===== src/hdl/fsa_pkg.sv =====
package fsa_pkg;

    localparam int SLOT_BITS = 10;
    localparam int COUNT_BITS = 11;
    localparam int TOTAL_BITS = 32;

    localparam logic FUNC_ALLOC = 1'b0;
    localparam logic FUNC_FREE  = 1'b1;

    typedef enum logic [1:0] {
        ST_GRANT  = 2'd0,
        ST_EMPTY  = 2'd1,
        ST_FREED  = 2'd2,
        ST_REJECT = 2'd3
    } t_fsa_status;

    typedef struct packed {
        logic                 func;
        logic [SLOT_BITS-1:0] slot_in;
    } t_fsa_req;

    typedef struct packed {
        t_fsa_status           status;
        logic [SLOT_BITS-1:0]  slot_out;
        logic [COUNT_BITS-1:0] free_slots;
        logic [COUNT_BITS-1:0] peak_usage;
        logic [TOTAL_BITS-1:0] alloc_total;
        logic [TOTAL_BITS-1:0] hit_total;
        logic [TOTAL_BITS-1:0] miss_total;
        logic [TOTAL_BITS-1:0] release_total;
    } t_fsa_res;

    typedef struct packed {
        logic fire;
        logic alloc;
        logic hit;
        logic rel;
    } t_fsa_evt;

    typedef struct packed {
        logic [TOTAL_BITS-1:0] alloc_total;
        logic [TOTAL_BITS-1:0] hit_total;
        logic [TOTAL_BITS-1:0] miss_total;
        logic [TOTAL_BITS-1:0] release_total;
    } t_fsa_cnt;

endpackage


===== src/hdl/fsa_stats.sv =====
module fsa_stats #(
    parameter int TOP_W = 11
) (
    input  logic                i_clk,
    input  logic                i_rst_n,
    input  fsa_pkg::t_fsa_evt   i_evt,
    input  logic [TOP_W-1:0]    i_usage,
    output fsa_pkg::t_fsa_cnt   o_cnt_next,
    output logic [TOP_W-1:0]    o_peak_next
);

    import fsa_pkg::*;

    t_fsa_cnt         r_cnt;
    t_fsa_cnt         n_cnt;
    logic [TOP_W-1:0] r_peak;
    logic [TOP_W-1:0] n_peak;

    always_comb begin
        n_cnt  = r_cnt;
        n_peak = r_peak;
        if (i_evt.fire) begin
            if (i_evt.alloc) begin
                n_cnt.alloc_total = r_cnt.alloc_total + 1'b1;
                if (i_evt.hit) begin
                    n_cnt.hit_total = r_cnt.hit_total + 1'b1;
                    if (i_usage > r_peak) begin
                        n_peak = i_usage;
                    end
                end else begin
                    n_cnt.miss_total = r_cnt.miss_total + 1'b1;
                end
            end else if (i_evt.rel) begin
                n_cnt.release_total = r_cnt.release_total + 1'b1;
            end
        end
    end

    always_ff @(posedge i_clk) begin
        if (!i_rst_n) begin
            r_cnt  <= '0;
            r_peak <= '0;
        end else begin
            r_cnt  <= n_cnt;
            r_peak <= n_peak;
        end
    end

    assign o_cnt_next  = n_cnt;
    assign o_peak_next = n_peak;

endmodule


===== config.mk =====
export PLATFORM = sky130hd
export DESIGN_NAME = fsa_stats
export DESIGN_NICKNAME = d
export VERILOG_FILES = /design/src/hdl/fsa_pkg.sv /design/src/hdl/fsa_stats.sv
export SDC_FILE = /design/constraint.sdc
export NUM_CORES = 1
export LEC_CHECK = 0
export ABC_CLOCK_PERIOD_IN_PS = 2200
export BUFFER_PORTS_ARGS = -buffer_cell sky130_fd_sc_hd__buf_2
export CAP_MARGIN = 20
export CORE_MARGIN = 8
export CORE_UTILIZATION = 49
export CTS_CLUSTER_SIZE = 10
export DETAILED_ROUTE_END_ITERATION = 10
export PLACE_DENSITY = 0.76
export SYNTH_ARGS = -nofsm -noshare
export SYNTH_HDL_FRONTEND = slang
export SYNTH_SLANG_ARGS = --single-unit

===== constraint.sdc =====
create_clock -name i_clk -period 2.2 [get_ports i_clk]
set_clock_uncertainty 0.05 [all_clocks]
set_input_delay 0.33 -clock i_clk [delete_from_list [all_inputs] [get_ports i_clk]]
set_output_delay 0.33 -clock i_clk [all_outputs]
set_load 0.02 [all_outputs]

==> impl_metrics.yaml, run 1 <==
run_status:
  status: "finished, violations left"
  violations: "negative setup slack"
route:
  wl_per_cell_um: 27.5
  routed_wl_mm: 36.8
  vias_per_cell: 6.25
  vias: 8363
  ant_nets: 0
  dr.pass1.iters: 5
  drc: 0
  drt_first_iter_violations: 718
worst_setup_path:
  path_buf_inv: 3
  crit_required_ns: 1.82
  r2r_cells: 10
  reg2reg_slack_ns: -0.11
  cpMaxStageDelayCell: "dfxtp_2"
  cp_data_arrival_time_ns: 2.64
  r2r-end: "r_peak[5]"
  crit_start: "r_peak[5]"
  criticalPathCategory: "reg2out"
  crit_family: "simple AND/OR/NAND/NOR gates"
  cpPeakStageDelay_ns: 0.33
  cp_max_fo: 8
  crit_path_end_kind: "primary output"
  cp.depth: 9
  critical_path.startpoint_type: "register"
  reg2reg_from: "r_peak[5]"
  crit_chain: "inv_1, ha_1, nand4_1, a211oi_2, a211oi_2, nor3_2, buf_6, mux2_4, buf_6"
sta:
  max_freq_ghz: 0.331
  post-route-period-util_pct: 137
  hold_violations: 0
  slew_headroom_pct: 70.4
  slew_violations: 0
  rsz0062_at_grt: "true"
  finalCriticalPeriod_ns: 3.02
  fin_ws_ns: -0.819
  worst_pin_slew_ns: 0.444
  setup_viol: 124
hold_path:
  whs_endpoint: "r_peak[7]"
  min_from: "i_usage[7]"
  whs_path_depth: 3
  hp-class: "in2reg"
synthesis:
  ys_types: 36
  syn_avg_cell_area_um2: 8.94
  yosysTopAreaCell: "dfxtp_1"
  synth_mux_area_share_pct: 3.66
  syn_area_um2: 7010
  synthTopCellsByCount: "dfxtp_1, and2_1, xnor2_1, nand2_1, nand4_1"
  syn_nets: 816
  synth_top_family_by_area: "simple AND/OR/NAND/NOR gates"
  synth-simple-area-share_pct: 34.7
  synth_ff_type: "dfxtp_1"
  netlist.area_leader.share_pct: 39.7
  synthArstFlopShare_pct: 0
  synth_area_leaders: "dfxtp_1, xnor2_1, and2_1"
  seq_area_frac_synth_pct: 39.7
  ys_ff_latch: 139
  synth-edff-count: 0
  yosys.cell_count.top_type: "dfxtp_1"
  synth-compound-area-share_pct: 1.28
  yosysWarnings: 0
  syn_inst: 784
  synth_xor_area_share_pct: 15.0
  synth-adder-area-share_pct: 2.68
floorplanning:
  pin_count: 156
  initial_core_util_pct: 50.3
  core_region_area_um2: 13900
  die_w_um: 136
  chipHeight_um: 136
  fp-row-count: 43
  fp.dieArea_um2: 18400
finish:
  areaGrowthSynthToFinish_pct: 86.9
  nets: 1177
  final_cell_area_um2: 13100
  layout-drive-gt1-share_pct: 64.2
  instances_no_fill: 1338
  utilization_pct: 94.1
  diodes: 0
  n_fill_cell: 382
pwr:
  p_sw_mw: 1.48
  seqPwrFrac_pct: 41.6
  power_density_nw_per_um2: 462
  p_int_mw: 4.59
  netSwitchingFraction_pct: 24.3
  ir_drop_uv: 664
  p_total_mw: 6.06
  leakagePower_nw: 6.28
  clkPwrFrac_pct: 51.7
  power_frac_comb_pct: 6.8
cts:
  cts_tree: "yes"
  cts_made_buffers: 17
  clk_pin_slew_worst_paths_ns: 0.06
  clkLatencyLatePin_ns: 0.44
  cts_max_path_buffers: 2
  h-tree-depth: 4
  cts-root-buf: "clkbuf_16"
  clock-sinks: 139
place:
  io_buffers: 155
  dp_hpwl_mm: 13.0
  place.gp.congestion: 0.838
  place_inst: 1157
  place_ws_ns: -0.284
  placed_area_um2: 8450
global_route:
  grt_usage_pct: 28.1
  grt_pass1_wl_mm: 40.7
  overflow: 0
  grt_max_degree: 81
  grt_pass1_vias: 7731
  antenna_found_initial: 0
job:
  cap_violations: 0
==> worst register-to-register path, delay by kind of cell, from the launching register on <==
kind,cells,cell delay [ns]
and+or+nand+nor,2,0.44
AOI/OAI and AO/OA,2,0.40
buffers and inverters,4,0.48
DFF,1,0.33
muxes,1,0.21
adders and majority gates,1,0.31
==> layout by cell type, fill, tap and decap left out, types with 20 or more instances in the layout <==
cell type,Yosys,layout
xnor2_2,0,69
nand2_1,82,54
buf_2,8,30
dfxtp_4,0,21
buf_6,1,92
dfxtp_2,0,70
and2_1,133,132
nand3_4,1,33
nand4_1,58,58
buf_4,2,241
xnor2_1,107,20
dfxtp_1,139,48
==> through the flow <==
| stage | setup TNS, ns | hold WS [ns] |
|---|---|---|
| 2_1_floorplan | 0 | 0.395 |
| 3_3_place_gp | -3.25 | 0.447 |
| 3_5_place_dp | -3.50 | 0.459 |
| 4_1_cts | -14.52 | 0.126 |
| 5_1_grt | -38.13 | 0.143 |
| 6_report | -32.62 | 0.134 |
==> logic make-up (layout without fill, tap and decap cells) <==
kind of cell               Yosys count  count (layout)
DFF                                139             139
xor gates and xnor gates           120             120
adders and majority gates           15              15
AOI/OAI and AO/OA                   17              17
muxes                               24              24
and+or+nand+nor                    419             419
buffers and inverters               50             424
==> worst max path at each step <==
stage	to
CTS	o_peak_next[3]
global route	o_peak_next[3]
finish	o_peak_next[3]
floorplan	o_peak_next[0]
detailed placement	o_peak_next[8]
global placement	o_peak_next[7]
==> flip-flops by register name (all words and copies together) (netlist names) <==
name,flops
r_peak,11
r_cnt,128
==> final cells by class <==
class | instances | area, um^2 | area share, %
Multi-Input combinational cell | 595 | 6100 | 46.6
Timing Repair Buffer | 370 | 3120 | 23.8
Sequential cell | 139 | 2950 | 22.5
Clock buffer | 18 | 429 | 3.27
Tap cell | 180 | 225 | 1.72
Clock inverter | 14 | 196 | 1.50
Inverter | 22 | 82.6 | 0.630
==> layer usage <==
layer / wire [um] / up-vias / track usage [%] / share of wire, %
met5: 0 / - / 0 / 0
met4: 2930 / 0 / 13.9 / 8.0
met3: 3050 / 246 / 7.16 / 8.3
met2: 18500 / 669 / 51.4 / 50
met1: 12300 / 4049 / 29.2 / 33
li1: - / 3399 / - / -
==> power by group through the flow <==
stage | clock (mW) | sequential [mW] | combinational [mW]
6_report | 3.13 | 2.52 | 0.410
5_1_grt | 3.23 | 2.52 | 0.424
4_1_cts | 3.06 | 2.53 | 0.343
3_5_place_dp | 0 | 2.59 | 0.272
3_3_place_gp | 0 | 2.59 | 0.267
2_1_floorplan | 0 | 2.59 | 0.160
==> what timing repair did <==
| item | in CTS | in global routing |
|---|---|---|
| pin swaps | 139 | 122 |
| gates resized for setup | 469 | 214 |
| buffers inserted | 77 | 74 |
| cloned | 8 | 0 |
| setup endpoints to repair | 120 | 133 |
| hold buffers | 0 | 0 |
Note: power is estimated with default switching activity, not from simulation.
==> run 2, diff against run 1 <==
--- a/config.mk
+++ b/config.mk
@@ -5,14 +5,17 @@
 export SDC_FILE = /design/constraint.sdc
 export NUM_CORES = 1
 export LEC_CHECK = 0
+export ABC_AREA = 1
 export ABC_CLOCK_PERIOD_IN_PS = 2200
 export BUFFER_PORTS_ARGS = -buffer_cell sky130_fd_sc_hd__buf_2
 export CAP_MARGIN = 20
 export CORE_MARGIN = 8
-export CORE_UTILIZATION = 49
+export CORE_UTILIZATION = 51
 export CTS_CLUSTER_SIZE = 10
 export DETAILED_ROUTE_END_ITERATION = 10
-export PLACE_DENSITY = 0.76
+export PLACE_DENSITY = 0.77
+export SKIP_CTS_REPAIR_TIMING = 1
+export SLEW_MARGIN = 20
 export SYNTH_ARGS = -nofsm -noshare
 export SYNTH_HDL_FRONTEND = slang
 export SYNTH_SLANG_ARGS = --single-unit
==> run 2 against run 1 <==
  * The run still ends with negative setup slack left
  * Design area up 2.6%
  * Via count increased by 18%
  * Register-to-register slack improved by 0.39 ns
  * Worst hold slack better by 0.097 ns
  * Core utilization decreased by 9.1 points
  * Largest power group unchanged
  * Highest routed layer unchanged
==> impl_metrics.yaml, run 2 <==
synthesis:
  yosys.cell_count.top_type: "nand2_1"
  ys_ff_latch: 139
  yosysTopAreaCell: "dfxtp_1"
  synth_area_leaders: "dfxtp_1, nand2_1, inv_1"
  ys_types: 40
  seq_area_frac_synth_pct: 33.8
  netlist.area_leader.share_pct: 33.8
  synthArstFlopShare_pct: 0
  synth-edff-count: 0
  yosysWarnings: 0
  syn_nets: 1334
  synthTopCellsByCount: "nand2_1, inv_1, nor2_1, dfxtp_1, nand3_1"
  synth_ff_type: "dfxtp_1"
  syn_area_um2: 8230
  syn_avg_cell_area_um2: 6.32
  syn_inst: 1302
worst_setup_path:
  cp_data_arrival_time_ns: 2.22
  reg2reg_from: "r_peak[3]"
  r2r-end: "r_peak[7]"
  critical_path.startpoint_type: "register"
  reg2reg_slack_ns: 0.28
  criticalPathCategory: "reg2out"
  crit_end: "o_peak_next[10]"
  cp_max_fo: 6
  crit_required_ns: 1.82
  crit_start: "r_peak[3]"
  crit_path_end_kind: "primary output"
  r2r_cells: 13
cts:
  cts_max_path_buffers: 2
  cts_made_buffers: 17
  clk_pin_slew_worst_paths_ns: 0.07
  cts_tree: "yes"
  cts-root-buf: "clkbuf_16"
  clock-sinks: 139
  clkLatencyLatePin_ns: 0.43
  h-tree-depth: 4
global_route:
  overflow: 0
  grt_pass1_wl_mm: 37.0
  grt_usage_pct: 22.0
  antenna_found_initial: 0
  grt_max_degree: 51
  grt_pass1_vias: 8238
hold_path:
  hp-class: "in2reg"
  whs_path_depth: 2
floorplanning:
  core_region_area_um2: 15800
  fp-row-count: 46
  pin_count: 156
  fp.dieArea_um2: 20500
  die_w_um: 143
  chipHeight_um: 143
  initial_core_util_pct: 52.0
route:
  ant_nets: 0
  wl_per_cell_um: 17.3
  routed_wl_mm: 31.4
  vias_per_cell: 5.47
  drc: 0
  vias: 9907
  drt_first_iter_violations: 664
  dr.pass1.iters: 6
sta:
  worst_pin_slew_ns: 0.499
  post-route-period-util_pct: 118
  max_freq_ghz: 0.384
  rsz0062_at_grt: "true"
  finalCriticalPeriod_ns: 2.60
  setup_viol: 95
  slew_headroom_pct: 66.4
  hold_slack_ns: 0.231
  hold_violations: 0
  slew_violations: 0
  fin_ws_ns: -0.404
pwr:
  power_density_nw_per_um2: 458
  ir_drop_uv: 582
  leakagePower_nw: 6.68
  p_total_mw: 6.16
finish:
  areaGrowthSynthToFinish_pct: 63.4
  layout-drive-gt1-share_pct: 50.8
  top_regs: "r_cnt (128), r_peak (11)"
  instances_no_fill: 1811
  layout.cells.most_common: "nand2_1"
  nets: 1614
  regMostFlops: "r_cnt"
  largest_reg_flops: 128
  final_cell_area_um2: 13400
  final_cell_mix: "nand2_1, inv_1, nor2_1, nand2_2, buf_4"
  utilization_pct: 85.0
  diodes: 0
place:
  place_inst: 1706
  dp_hpwl_mm: 17.2
  io_buffers: 155
  place.gp.congestion: 0.911
  placed_area_um2: 9620
job:
  cap_violations: 0
run_status:
  violations: "negative setup slack"
  status: "finished, violations left"
run 2: layer usage:
layer / vias to the layer above / wire length, um / GRT usage (%)
li1: 4613 / - / -
met1: 4634 / 11600 / 26.5
met2: 524 / 16000 / 37.7
met3: 136 / 2360 / 5.61
met4: 0 / 1400 / 6.60
met5: - / 0 / 0
run 2: cell type report:
class	instances	area (um^2)
Inverter	246	955
Sequential cell	139	3000
Clock buffer	19	453
Fill cell	787	2380
Timing Repair Buffer	281	2370
Clock inverter	13	190
Multi-Input combinational cell	897	6210
Tap cell	216	270
run 2: worst min-delay path by stage:
stage / endpoint / slack, ns / from
after CTS: r_cnt[51] / 0.21 / i_rst_n
after global routing: r_peak[10] / 0.22 / i_usage[10]
final: r_cnt[51] / 0.23 / i_rst_n
after detailed placement: r_cnt[62] / 0.43 / r_cnt[62]
after floorplan: r_cnt[31] / 0.41 / i_rst_n
after global placement: r_cnt[62] / 0.42 / r_cnt[62]
run 2: logic make-up (layout without fill, tap and decap cells):
| kind of cell | Yosys count | after routing | share of synthesized area [%] |
|---|---|---|---|
| compound gates | 84 | 84 | 5.32 |
| simple gates | 752 | 752 | 41.1 |
| fa+ha+maj | 15 | 15 | 2.28 |
| xor+xnor | 46 | 46 | 5.08 |
| flops | 139 | 139 | 33.8 |
| buf+inv | 266 | 559 | 12.5 |
run 2: per-stage QoR:
| stage | worst slack [ns] | TNS, ns |
|---|---|---|
| after floorplan | 0.189 | 0 |
| after global placement | -0.0744 | -0.717 |
| after detailed placement | -0.140 | -1.32 |
| after CTS | -0.500 | -26.28 |
| after global routing | -0.492 | -22.42 |
| final | -0.404 | -13.58 |
run 2: power by group:
group | leakage [nW] | switching [mW] | internal, mW
clock | 0.302 | 1.20 | 1.97
sequential | 1.18 | 0.0200 | 2.49
combinational | 5.20 | 0.292 | 0.184
total | 6.68 | 1.51 | 4.64
run 2: critical path: stages (launching register included):
cell and delay, ns:
dfxtp_2 0.32, inv_2 0.04, ha_1 0.29, nand2_1 0.09, nor2_2 0.13, and2_1 0.16
nand2_2 0.07, nand3_4 0.13, nand2_1 0.13, nand2_1 0.14, o21ai_2 0.09, inv_1 0.05
buf_2 0.15
